### config.mk
export PLATFORM = sky130hd
export DESIGN_NAME = internet_checksum_pseudo_header_unit_flat
export DESIGN_NICKNAME = d
export VERILOG_FILES = /design/src/rtl/icph_pkg.sv /design/src/rtl/icph_in_if.sv /design/src/rtl/icph_out_if.sv /design/src/rtl/icph_cfg.sv /design/src/rtl/icph_acc.sv /design/src/rtl/icph_fold.sv /design/src/rtl/internet_checksum_pseudo_header_unit.sv /design/src/flat_wrapper.sv
export SDC_FILE = /design/constraint.sdc
export NUM_CORES = 1
export LEC_CHECK = 0
export BUFFER_PORTS_ARGS = -buffer_cell sky130_fd_sc_hd__buf_4
export CAP_MARGIN = 20
export CORE_UTILIZATION = 45
export CTS_BUF_LIST = sky130_fd_sc_hd__clkbuf_4
export DETAILED_ROUTE_END_ITERATION = 8
export HOLD_SLACK_MARGIN = 0.06
export MAX_ROUTING_LAYER = met4
export SLEW_MARGIN = 20
export SYNTH_ARGS = -nofsm -noshare
export SYNTH_HDL_FRONTEND = slang
export SYNTH_SLANG_ARGS = --single-unit
### constraint.sdc
create_clock -name i_clk -period 5.6 [get_ports i_clk]
set_input_delay 0.84 -clock i_clk [delete_from_list [all_inputs] [get_ports i_clk]]
set_output_delay 0.84 -clock i_clk [all_outputs]
set_load 0.05 [all_outputs]
### src/rtl/icph_pkg.sv
// Shared types and constants for the internet checksum pseudo-header unit.
package icph_pkg;

    // Field and datapath widths
    localparam int DATA_W    = 16;
    localparam int COUNT_W   = 2;
    localparam int SUM_W     = 32;
    localparam int BYTES_W   = 16;
    localparam int BASE_W    = 19;   // start value plus four address halves plus protocol
    localparam int TOTAL_W   = 33;
    localparam int APB_AW    = 5;
    localparam int APB_DW    = 32;
    localparam int ADDR_W    = 32;
    localparam int PROTO_W   = 8;

    // Byte count codes of one word
    localparam logic [COUNT_W-1:0] BYTES_NONE = 2'd0;
    localparam logic [COUNT_W-1:0] BYTES_ONE  = 2'd1;
    localparam logic [COUNT_W-1:0] BYTES_TWO  = 2'd2;
    localparam logic [COUNT_W-1:0] BYTES_WIDE = 2'd3;

    // A one-byte word keeps only its first byte
    localparam logic [DATA_W-1:0] HIGH_BYTE_MASK = 16'hFF00;

    // Register map, word index into the APB space
    typedef enum logic [2:0] {
        REG_PSEUDO_ENABLE = 3'd0,
        REG_SRC_ADDR      = 3'd1,
        REG_DST_ADDR      = 3'd2,
        REG_PROTOCOL      = 3'd3,
        REG_INITIAL_SUM   = 3'd4
    } t_reg_idx;

    // End-of-packet accumulator snapshot
    typedef struct packed {
        logic [SUM_W-1:0]   sum;
        logic [BYTES_W-1:0] bytes;
    } t_pkt_end;

    // Settings seen by the final sum stage
    typedef struct packed {
        logic              pseudo_enable;
        logic [BASE_W-1:0] base_sum;
    } t_cfg;

endpackage

### src/rtl/icph_in_if.sv
// Input word channel: valid/ready with one packet word.
interface icph_in_if;
    logic                           valid;
    logic                           ready;
    logic [icph_pkg::DATA_W-1:0]    data_word;
    logic [icph_pkg::COUNT_W-1:0]   byte_count;
    logic                           last;

    modport source (output valid, output data_word, output byte_count, output last,
                    input ready);
    modport sink   (input valid, input data_word, input byte_count, input last,
                    output ready);
endinterface

### src/rtl/icph_out_if.sv
// Result channel: valid/ready with one checksum word.
interface icph_out_if;
    logic                           valid;
    logic                           ready;
    logic [icph_pkg::DATA_W-1:0]    checksum_value;

    modport source (output valid, output checksum_value, input ready);
    modport sink   (input valid, input checksum_value, output ready);
endinterface

### src/rtl/icph_cfg.sv
// APB register file and precomputed pseudo-header base sum.
module icph_cfg (
    input  logic                            i_clk,
    input  logic                            i_rst_n,
    input  logic                            psel,
    input  logic                            penable,
    input  logic                            pwrite,
    input  logic [icph_pkg::APB_AW-1:0]     paddr,
    input  logic [icph_pkg::APB_DW-1:0]     pwdata,
    output logic [icph_pkg::APB_DW-1:0]     prdata,
    output logic                            pready,
    output icph_pkg::t_cfg                  o_cfg
);

    logic                               r_pseudo_enable;
    logic [icph_pkg::ADDR_W-1:0]        r_src_addr;
    logic [icph_pkg::ADDR_W-1:0]        r_dst_addr;
    logic [icph_pkg::PROTO_W-1:0]       r_protocol;
    logic [icph_pkg::DATA_W-1:0]        r_initial_sum;
    logic [icph_pkg::BASE_W-1:0]        r_base_sum;
    logic [icph_pkg::BASE_W-1:0]        n_base_sum;
    logic                               w_wr;
    icph_pkg::t_reg_idx                 w_idx;

    assign pready = 1'b1;
    assign w_wr   = psel && penable && pwrite;
    assign w_idx  = icph_pkg::t_reg_idx'(paddr[icph_pkg::APB_AW-1:2]);

    // Register writes
    always_ff @(posedge i_clk) begin
        if (!i_rst_n) begin
            r_pseudo_enable <= 1'b0;
            r_src_addr      <= '0;
            r_dst_addr      <= '0;
            r_protocol      <= '0;
            r_initial_sum   <= '0;
        end else if (w_wr) begin
            case (w_idx)
                icph_pkg::REG_PSEUDO_ENABLE: r_pseudo_enable <= pwdata[0];
                icph_pkg::REG_SRC_ADDR:      r_src_addr      <= pwdata;
                icph_pkg::REG_DST_ADDR:      r_dst_addr      <= pwdata;
                icph_pkg::REG_PROTOCOL:      r_protocol      <= pwdata[icph_pkg::PROTO_W-1:0];
                icph_pkg::REG_INITIAL_SUM:   r_initial_sum   <= pwdata[icph_pkg::DATA_W-1:0];
                default: ;
            endcase
        end
    end

    // Read-back
    always_comb begin
        case (w_idx)
            icph_pkg::REG_PSEUDO_ENABLE: prdata = {31'd0, r_pseudo_enable};
            icph_pkg::REG_SRC_ADDR:      prdata = r_src_addr;
            icph_pkg::REG_DST_ADDR:      prdata = r_dst_addr;
            icph_pkg::REG_PROTOCOL:      prdata = {24'd0, r_protocol};
            icph_pkg::REG_INITIAL_SUM:   prdata = {16'd0, r_initial_sum};
            default:                     prdata = '0;
        endcase
    end

    // Start value plus the constant part of the pseudo-header
    always_comb begin
        n_base_sum = icph_pkg::BASE_W'(r_initial_sum);
        if (r_pseudo_enable) begin
            n_base_sum = n_base_sum
                       + icph_pkg::BASE_W'(r_src_addr[31:16])
                       + icph_pkg::BASE_W'(r_src_addr[15:0])
                       + icph_pkg::BASE_W'(r_dst_addr[31:16])
                       + icph_pkg::BASE_W'(r_dst_addr[15:0])
                       + icph_pkg::BASE_W'(r_protocol);
        end
    end

    always_ff @(posedge i_clk) begin
        r_base_sum <= n_base_sum;
    end

    assign o_cfg.pseudo_enable = r_pseudo_enable;
    assign o_cfg.base_sum      = r_base_sum;

endmodule

### src/rtl/icph_acc.sv
// Input register and per-word end-around-carry accumulator.
module icph_acc (
    input  logic                i_clk,
    input  logic                i_rst_n,
    icph_in_if.sink             i_in,
    output logic                o_end_valid,
    input  logic                i_end_ready,
    output icph_pkg::t_pkt_end  o_end
);

    logic                                   r_i_valid;
    logic [icph_pkg::DATA_W-1:0]            r_i_word;
    logic [icph_pkg::COUNT_W-1:0]           r_i_count;
    logic                                   r_i_last;
    logic [icph_pkg::SUM_W-1:0]             r_sum;
    logic [icph_pkg::BYTES_W-1:0]           r_bytes;
    logic                                   r_e_valid;
    icph_pkg::t_pkt_end                     r_e;

    logic [icph_pkg::DATA_W-1:0]            w_addend;
    logic [1:0]                             w_inc;
    logic [icph_pkg::SUM_W:0]               w_sum_wide;
    logic [icph_pkg::SUM_W-1:0]             n_sum;
    logic [icph_pkg::BYTES_W-1:0]           n_bytes;
    logic                                   w_e_free;
    logic                                   w_i_move;
    logic                                   w_i_free;

    // Handshake: a non-last word only updates the accumulator, so it always moves on
    assign w_e_free   = !r_e_valid || i_end_ready;
    assign w_i_move   = r_i_valid && (!r_i_last || w_e_free);
    assign w_i_free   = !r_i_valid || w_i_move;
    assign i_in.ready = w_i_free;

    // Valid part of the word
    always_comb begin
        case (r_i_count)
            icph_pkg::BYTES_ONE: begin
                w_addend = r_i_word & icph_pkg::HIGH_BYTE_MASK;
                w_inc    = 2'd1;
            end
            icph_pkg::BYTES_TWO, icph_pkg::BYTES_WIDE: begin
                w_addend = r_i_word;
                w_inc    = 2'd2;
            end
            default: begin
                w_addend = '0;
                w_inc    = 2'd0;
            end
        endcase
    end

    // One's-complement add: carry out of bit 31 goes back into bit 0
    assign w_sum_wide = {1'b0, r_sum} + {17'd0, w_addend};
    assign n_sum      = w_sum_wide[icph_pkg::SUM_W-1:0]
                      + {31'd0, w_sum_wide[icph_pkg::SUM_W]};
    assign n_bytes    = r_bytes + {14'd0, w_inc};

    // Control state
    always_ff @(posedge i_clk) begin
        if (!i_rst_n) begin
            r_i_valid <= 1'b0;
            r_sum     <= '0;
            r_bytes   <= '0;
            r_e_valid <= 1'b0;
        end else begin
            if (w_i_free)
                r_i_valid <= i_in.valid;
            if (w_i_move) begin
                if (r_i_last) begin
                    r_sum   <= '0;
                    r_bytes <= '0;
                end else begin
                    r_sum   <= n_sum;
                    r_bytes <= n_bytes;
                end
            end
            if (w_i_move && r_i_last)
                r_e_valid <= 1'b1;
            else if (i_end_ready)
                r_e_valid <= 1'b0;
        end
    end

    // Payload
    always_ff @(posedge i_clk) begin
        if (w_i_free) begin
            r_i_word  <= i_in.data_word;
            r_i_count <= i_in.byte_count;
            r_i_last  <= i_in.last;
        end
        if (w_i_move && r_i_last) begin
            r_e.sum   <= n_sum;
            r_e.bytes <= n_bytes;
        end
    end

    assign o_end_valid = r_e_valid;
    assign o_end       = r_e;

    // A finished packet leaves the accumulator clear
    a_clear_after_last: assert property (@(posedge i_clk) disable iff (!i_rst_n)
        (w_i_move && r_i_last) |=> (r_sum == '0 && r_bytes == '0))
        else $error("accumulator not cleared after last word");

    // A held packet end is not lost while the next stage is busy
    a_end_held: assert property (@(posedge i_clk) disable iff (!i_rst_n)
        (r_e_valid && !i_end_ready) |=> (r_e_valid && $stable(r_e)))
        else $error("packet end overwritten while stalled");

endmodule

### src/rtl/icph_fold.sv
// Final sum with pseudo-header, carry fold and complement into the output register.
module icph_fold (
    input  logic                i_clk,
    input  logic                i_rst_n,
    input  logic                i_end_valid,
    output logic                o_end_ready,
    input  icph_pkg::t_pkt_end  i_end,
    input  icph_pkg::t_cfg      i_cfg,
    icph_out_if.source          o_out
);

    logic                                   r_t_valid;
    logic [icph_pkg::TOTAL_W-1:0]           r_total;
    logic                                   r_o_valid;
    logic [icph_pkg::DATA_W-1:0]            r_chk;

    logic [icph_pkg::TOTAL_W-1:0]           n_total;
    logic [icph_pkg::DATA_W+1:0]            w_fold1;
    logic [icph_pkg::DATA_W:0]              w_fold2;
    logic [icph_pkg::DATA_W:0]              w_fold3;
    logic                                   w_o_free;
    logic                                   w_t_free;
    logic                                   w_t_move;

    assign w_o_free    = !r_o_valid || o_out.ready;
    assign w_t_free    = !r_t_valid || w_o_free;
    assign w_t_move    = r_t_valid && w_o_free;
    assign o_end_ready = w_t_free;

    // Packet sum plus start value, pseudo-header constants and length
    assign n_total = {1'b0, i_end.sum}
                   + icph_pkg::TOTAL_W'(i_cfg.base_sum)
                   + (i_cfg.pseudo_enable ? icph_pkg::TOTAL_W'(i_end.bytes)
                                          : icph_pkg::TOTAL_W'(0));

    // Three folds bring any 33-bit total down to 16 bits
    assign w_fold1 = {2'd0, r_total[15:0]} + {1'b0, r_total[32:16]};
    assign w_fold2 = {1'b0, w_fold1[15:0]} + {15'd0, w_fold1[17:16]};
    assign w_fold3 = {1'b0, w_fold2[15:0]} + {16'd0, w_fold2[16]};

    // Control state
    always_ff @(posedge i_clk) begin
        if (!i_rst_n) begin
            r_t_valid <= 1'b0;
            r_o_valid <= 1'b0;
        end else begin
            if (w_t_free)
                r_t_valid <= i_end_valid;
            if (w_o_free)
                r_o_valid <= r_t_valid;
        end
    end

    // Payload
    always_ff @(posedge i_clk) begin
        if (w_t_free)
            r_total <= n_total;
        if (w_t_move)
            r_chk <= ~w_fold3[15:0];
    end

    assign o_out.valid          = r_o_valid;
    assign o_out.checksum_value = r_chk;

    // A non-zero total never folds to zero
    a_nonzero_fold: assert property (@(posedge i_clk) disable iff (!i_rst_n)
        (w_t_move && r_total != '0) |=> (r_chk != 16'hFFFF))
        else $error("non-zero total folded to zero");

    // A result only appears after a summed packet was waiting
    a_out_from_total: assert property (@(posedge i_clk) disable iff (!i_rst_n)
        $rose(r_o_valid) |-> $past(r_t_valid))
        else $error("checksum shown without a summed packet");

endmodule

### src/rtl/internet_checksum_pseudo_header_unit.sv
// Internet checksum unit: accepts one 16-bit word per cycle, valid/ready on
// both sides; a last word is held while the final sum stage is busy. Each word
// is registered, then added into a 32-bit end-around-carry accumulator; that
// single add sets the rate of one word per cycle. On the word marked last the
// packet sum, start value and (when enabled) pseudo-header words are added,
// folded to 16 bits and complemented; the checksum passes the packet-end, total
// and output registers and is held until taken. Registers are written over APB
// at byte address 4*i and are to be changed only while no packet is in flight.
module internet_checksum_pseudo_header_unit (
    input  logic                            i_clk,
    input  logic                            i_rst_n,
    icph_in_if.sink                         i_in,
    icph_out_if.source                      o_out,
    input  logic                            psel,
    input  logic                            penable,
    input  logic                            pwrite,
    input  logic [icph_pkg::APB_AW-1:0]     paddr,
    input  logic [icph_pkg::APB_DW-1:0]     pwdata,
    output logic [icph_pkg::APB_DW-1:0]     prdata,
    output logic                            pready
);

    icph_pkg::t_cfg         w_cfg;
    icph_pkg::t_pkt_end     w_end;
    logic                   w_end_valid;
    logic                   w_end_ready;

    // Register file
    icph_cfg u_cfg (
        .i_clk   (i_clk),
        .i_rst_n (i_rst_n),
        .psel    (psel),
        .penable (penable),
        .pwrite  (pwrite),
        .paddr   (paddr),
        .pwdata  (pwdata),
        .prdata  (prdata),
        .pready  (pready),
        .o_cfg   (w_cfg)
    );

    // Word accumulator
    icph_acc u_acc (
        .i_clk       (i_clk),
        .i_rst_n     (i_rst_n),
        .i_in        (i_in),
        .o_end_valid (w_end_valid),
        .i_end_ready (w_end_ready),
        .o_end       (w_end)
    );

    // Final sum, fold and output register
    icph_fold u_fold (
        .i_clk       (i_clk),
        .i_rst_n     (i_rst_n),
        .i_end_valid (w_end_valid),
        .o_end_ready (w_end_ready),
        .i_end       (w_end),
        .i_cfg       (w_cfg),
        .o_out       (o_out)
    );

endmodule

### src/flat_wrapper.sv
// flat-port wrapper written by rule: the top's interface ports become plain ports
module internet_checksum_pseudo_header_unit_flat 
  (i_clk, i_rst_n, psel, penable, pwrite, paddr, pwdata, prdata, pready, i_in_valid, i_in_data_word, i_in_byte_count, i_in_last, i_in_ready, o_out_valid, o_out_checksum_value, o_out_ready);
  icph_in_if i_in_i ();
  icph_out_if o_out_i ();
  input  logic i_clk;
  input  logic i_rst_n;
  input  logic psel;
  input  logic penable;
  input  logic pwrite;
  input  logic [icph_pkg::APB_AW-1:0] paddr;
  input  logic [icph_pkg::APB_DW-1:0] pwdata;
  output logic [icph_pkg::APB_DW-1:0] prdata;
  output logic pready;
  input wire logic [$bits(i_in_i.valid)-1:0] i_in_valid;
  input wire logic [$bits(i_in_i.data_word)-1:0] i_in_data_word;
  input wire logic [$bits(i_in_i.byte_count)-1:0] i_in_byte_count;
  input wire logic [$bits(i_in_i.last)-1:0] i_in_last;
  output wire logic [$bits(i_in_i.ready)-1:0] i_in_ready;
  output wire logic [$bits(o_out_i.valid)-1:0] o_out_valid;
  output wire logic [$bits(o_out_i.checksum_value)-1:0] o_out_checksum_value;
  input wire logic [$bits(o_out_i.ready)-1:0] o_out_ready;
  assign i_in_i.valid = i_in_valid;
  assign i_in_i.data_word = i_in_data_word;
  assign i_in_i.byte_count = i_in_byte_count;
  assign i_in_i.last = i_in_last;
  assign i_in_ready = i_in_i.ready;
  assign o_out_valid = o_out_i.valid;
  assign o_out_checksum_value = o_out_i.checksum_value;
  assign o_out_i.ready = o_out_ready;
  internet_checksum_pseudo_header_unit u_core (.i_clk(i_clk), .i_rst_n(i_rst_n), .i_in(i_in_i), .o_out(o_out_i), .psel(psel), .penable(penable), .pwrite(pwrite), .paddr(paddr), .pwdata(pwdata), .prdata(prdata), .pready(pready));
endmodule
==> metrics.yaml <==
clock_network:
  cts_hold_buf: 0
  cts_buffers: 78
  clock_path_buffers: 3
  insertion_delay_ns: 0.76
  cts_tree: "done"
  cts_root_buffer: "clkbuf_4"
  cts-htree-levels: 3
  clock_sinks: 276
  clkTransAtPathRegs_ns: 0.07
flow_run:
  drv_cap: 0
cells_and_area:
  multi_input_area_um2: 10400
  nets: 2189
  fin_cells: 2540
  fillers: 3453
  synthToLayoutAreaGrowth_pct: 17.1
  seq_area_um2: 6690
  drive_gt1_share_pct: 19.5
yosys:
  yosysSeqAreaShare_pct: 38.3
  syn-cell-area_um2: 17500
  ys_types: 105
  yosys_register_bits: 276
  synth_top_flop_cell: "dfxtp_1"
  synth.net_count: 2005
  synth.area.top_cells: "edfxtp_1 20%, dfxtp_1 18%, fa_1 8.8%, ha_1 6.2%, nand2_1 5.6%"
  synth_edf_count: 116
  synth_area_per_cell_um2: 9.82
  synth.largest_area_cell: "edfxtp_1"
  yosysTopAreaCellShare_pct: 19.9
  async_flop_share_pct: 0
  postSynthCellCount: 1779
  yosysWarnings: 0
routing:
  detail_route.wl_per_cell_um: 16.9
  ant_nets: 0
  finalWirelength_mm: 42.9
  viasPerCell: 5.32
  route.detailed.drc: 0
  drtIter0Drc: 622
  vias: 13517
  firstDrtPassIters: 5
setup_path:
  rr_startpoint: "u_core.u_fold.r_total[0]$_DFFE_PP_"
  cp-end-kind: "flop"
  cp.required_ns: 6.03
  crit_family: "simple AND/OR/NAND/NOR gates"
  cp.depth: 27
  startpoint: "u_core.u_fold.r_total[0]$_DFFE_PP_"
  r2r_end: "u_core.u_fold.o_out.checksum_value[14]$_DFFE_PP_"
  critPathCapture: "u_core.u_fold.o_out.checksum_value[14]$_DFFE_PP_"
  critPathMaxStageDelay_ns: 0.57
  crit_path_start_kind: "flop"
  reg2reg_depth: 27
  worstPathMaxFanout: 2
  cpMaxStageDelayCell: "or4_4"
  setup.worst_path.class: "reg -> reg"
  crit_buf_inv: 1
  cp.arrival_ns: 5.99
  cpMostUsedCell: "a21oi_2"
  r2r_setup_slack_ns: 0.04
power_and_ir_drop:
  power_mw: 4.62
  ir_drop_uv: 136
  pwr_density_cell_nw_per_um2: 225
  leakage_nw: 8.52
timing:
  hold_viol_final: 0
  tightest_slew_ns: 0.927
  slew_headroom_pct: 38.1
  period_minus_slack_ns: 5.56
  slew_violations: 0
  fin_tns_setup_ns: 0
  setup_viol: 0
  clock.fmax_mhz: 180
  fin_hold_ws_ns: 0.262
  rsz0062_at_grt: "true"
  fin_ws_ns: 0.0410
  worst_clock_skew_ns: 0.0765
  period_share_pct: 99.3
global_route:
  grt_pass1_vias: 13422
  grt-ovfl-total: 0
  grt_start_max_net_pins: 81
  antenna_found_initial: 1
  grt_pass1_wl_mm: 69.5
  use_met3_pct: 3.80
  use_met1_pct: 30.1
  top_usage_layer: "met2"
  met2_usage_pct: 36.4
  grt_usage_pct: 23.0
floorplan:
  die-area_um2: 39600
  core_area_um2: 37900
  row_count: 71
  dieHeight_um: 199
  pin_count: 114
  die_x_um: 199
  start_util_pct: 46.1
placement:
  portBuffers: 110
  dp_hpwl_mm: 31.3
  place_congestion: 0.890
  place_inst: 2385
  dpl_worst_slack_ns: -0.222
hold_path:
  hp-class: "in -> reg"
  hp-start: "i_in_data_word[1]"
outcome:
  status: "finished clean"
-- how the worst min path moves through the flow --
stage | end | slack [ns] | cells after the start
after floorplan | u_core.u_acc.r_bytes[0]$_SDFFE_PN0P_ | 0.45 | 2
after global placement | u_core.u_fold.o_out.valid$_SDFFE_PN0N_ | 0.45 | 1
after detailed placement | u_core.u_acc.r_sum[2]$_SDFFE_PN0P_ | 0.46 | 2
after CTS | u_core.u_acc.r_i_word[1]$_DFFE_PP_ | 0.17 | 1
after global routing | u_core.u_acc.r_i_word[1]$_DFFE_PP_ | 0.18 | 1
final | u_core.u_acc.r_i_word[1]$_DFFE_PP_ | 0.26 | 1
-- sequential cells by signal, indices dropped and copies added (netlist names), 2 cells and up --
name	cells
u_core.u_cfg.r_protocol	8
u_core.u_acc.r_i_word	16
u_core.u_acc.r_i_count	2
u_core.u_acc.o_end	48
u_core.u_acc.r_bytes	16
u_core.u_cfg.r_dst_addr	32
u_core.u_cfg.r_initial_sum	16
u_core.u_acc.r_sum	32
u_core.u_cfg.r_src_addr	32
u_core.u_fold.r_total	33
u_core.u_cfg.r_base_sum	19
u_core.u_fold.o_out.checksum_value	16
-- layout by cell type, fill, tap and decap left out, types with 8 or more instances in the layout --
| cell type | instances |
|---|---|
| nand2_1 | 260 |
| buf_4 | 179 |
| dfxtp_1 | 160 |
| edfxtp_1 | 116 |
| clkbuf_4 | 114 |
| a21boi_0 | 88 |
| xnor2_1 | 86 |
| ha_1 | 82 |
| nor2_1 | 80 |
| fa_1 | 75 |
| inv_1 | 70 |
| a21oi_1 | 58 |
| o21ai_0 | 56 |
| nor2b_1 | 50 |
| and2_1 | 46 |
| xor2_1 | 45 |
| a22oi_1 | 40 |
| nand3_1 | 31 |
| nor3_1 | 31 |
| and3_1 | 30 |
| a21o_1 | 22 |
| a22o_1 | 20 |
| clkinv_1 | 18 |
| mux2i_1 | 15 |
| o21a_1 | 14 |
| a211oi_1 | 13 |
| mux2_2 | 13 |
| nand4_1 | 9 |
| o211ai_1 | 9 |
| o21ai_1 | 8 |
| nor3b_1 | 8 |
-- area by class of cell --
class | count | area share [%]
Antenna cell | 1 | 0.0122
Clock buffer | 114 | 4.18
Clock inverter | 31 | 1.14
Inverter | 71 | 1.30
Multi-Input combinational cell | 1355 | 50.8
Sequential cell | 276 | 32.7
Tap cell | 511 | 3.12
Timing Repair Buffer | 181 | 6.75
-- cells by family (layout without fill, tap and decap cells) --
kind of cell	Yosys count	count (layout)	synth area share, %
AOI/OAI and AO/OA	413	413	17.5
xor gates and xnor gates	132	132	6.61
adders and majority gates	163	163	15.0
buffers and inverters	148	397	3.44
DFF	276	276	38.3
muxes	29	29	1.78
other	1	2	0.0215
and+or+nand+nor	617	617	17.4
-- routing by layer --
metal | routed length [um] | part of all wire [%] | vias up
li1 | - | - | 6729
met1 | 20200 | 47 | 6435
met2 | 20000 | 47 | 281
met3 | 1820 | 4.2 | 72
met4 | 921 | 2.1 | 0
met5 | 0 | 0 | -
-- through the flow --
step	utilization, %	instance area (um2)
finish	54.0	20500
global route	54.0	20500
CTS	53.6	20300
detailed placement	50.4	19100
global placement	50.3	19100
floorplan	-	17500
-- cell usage after synthesis (5+ instances only) --
library cell  instances
a21boi_0             88
xnor2_1              87
nand2_1             260
clkbuf_1             65
or3_1                 7
edfxtp_1            116
o21ai_1               8
a211oi_1             14
nor2_1               83
nor2b_1              51
a22o_1               20
ha_1                 86
nand3_1              34
fa_1                 77
a21oi_1              62
xor2_1               45
dfxtp_1             160
o21ai_0              56
o211ai_1              9
o21bai_1              6
and3_1               30
a22oi_1              40
nor3_1               34
nand2b_1              7
a311oi_1              5
nor3b_1              11
mux2i_1              15
a31oi_1               7
nand4_1               9
a21o_1               22
and2_1               46
mux2_2               13
o21a_1               14
inv_1                71
-- power by group --
group          switching [mW]  leakage, nW  internal, mW  total (mW)
logic                   0.245         5.37         0.176       0.420
clock network           0.919        0.645          1.13        2.05
registers              0.0212         2.50          2.13        2.15
-- timing repair --
item | in CTS | in global routing
setup endpoints to repair | 6 | 9
pin swaps | 15 | 20
hold endpoints to repair | 0 | 0
cloned | 0 | 0
setup buffers | 2 | 8
resized for setup | 19 | 17
(Power assumes the default switching activity.)
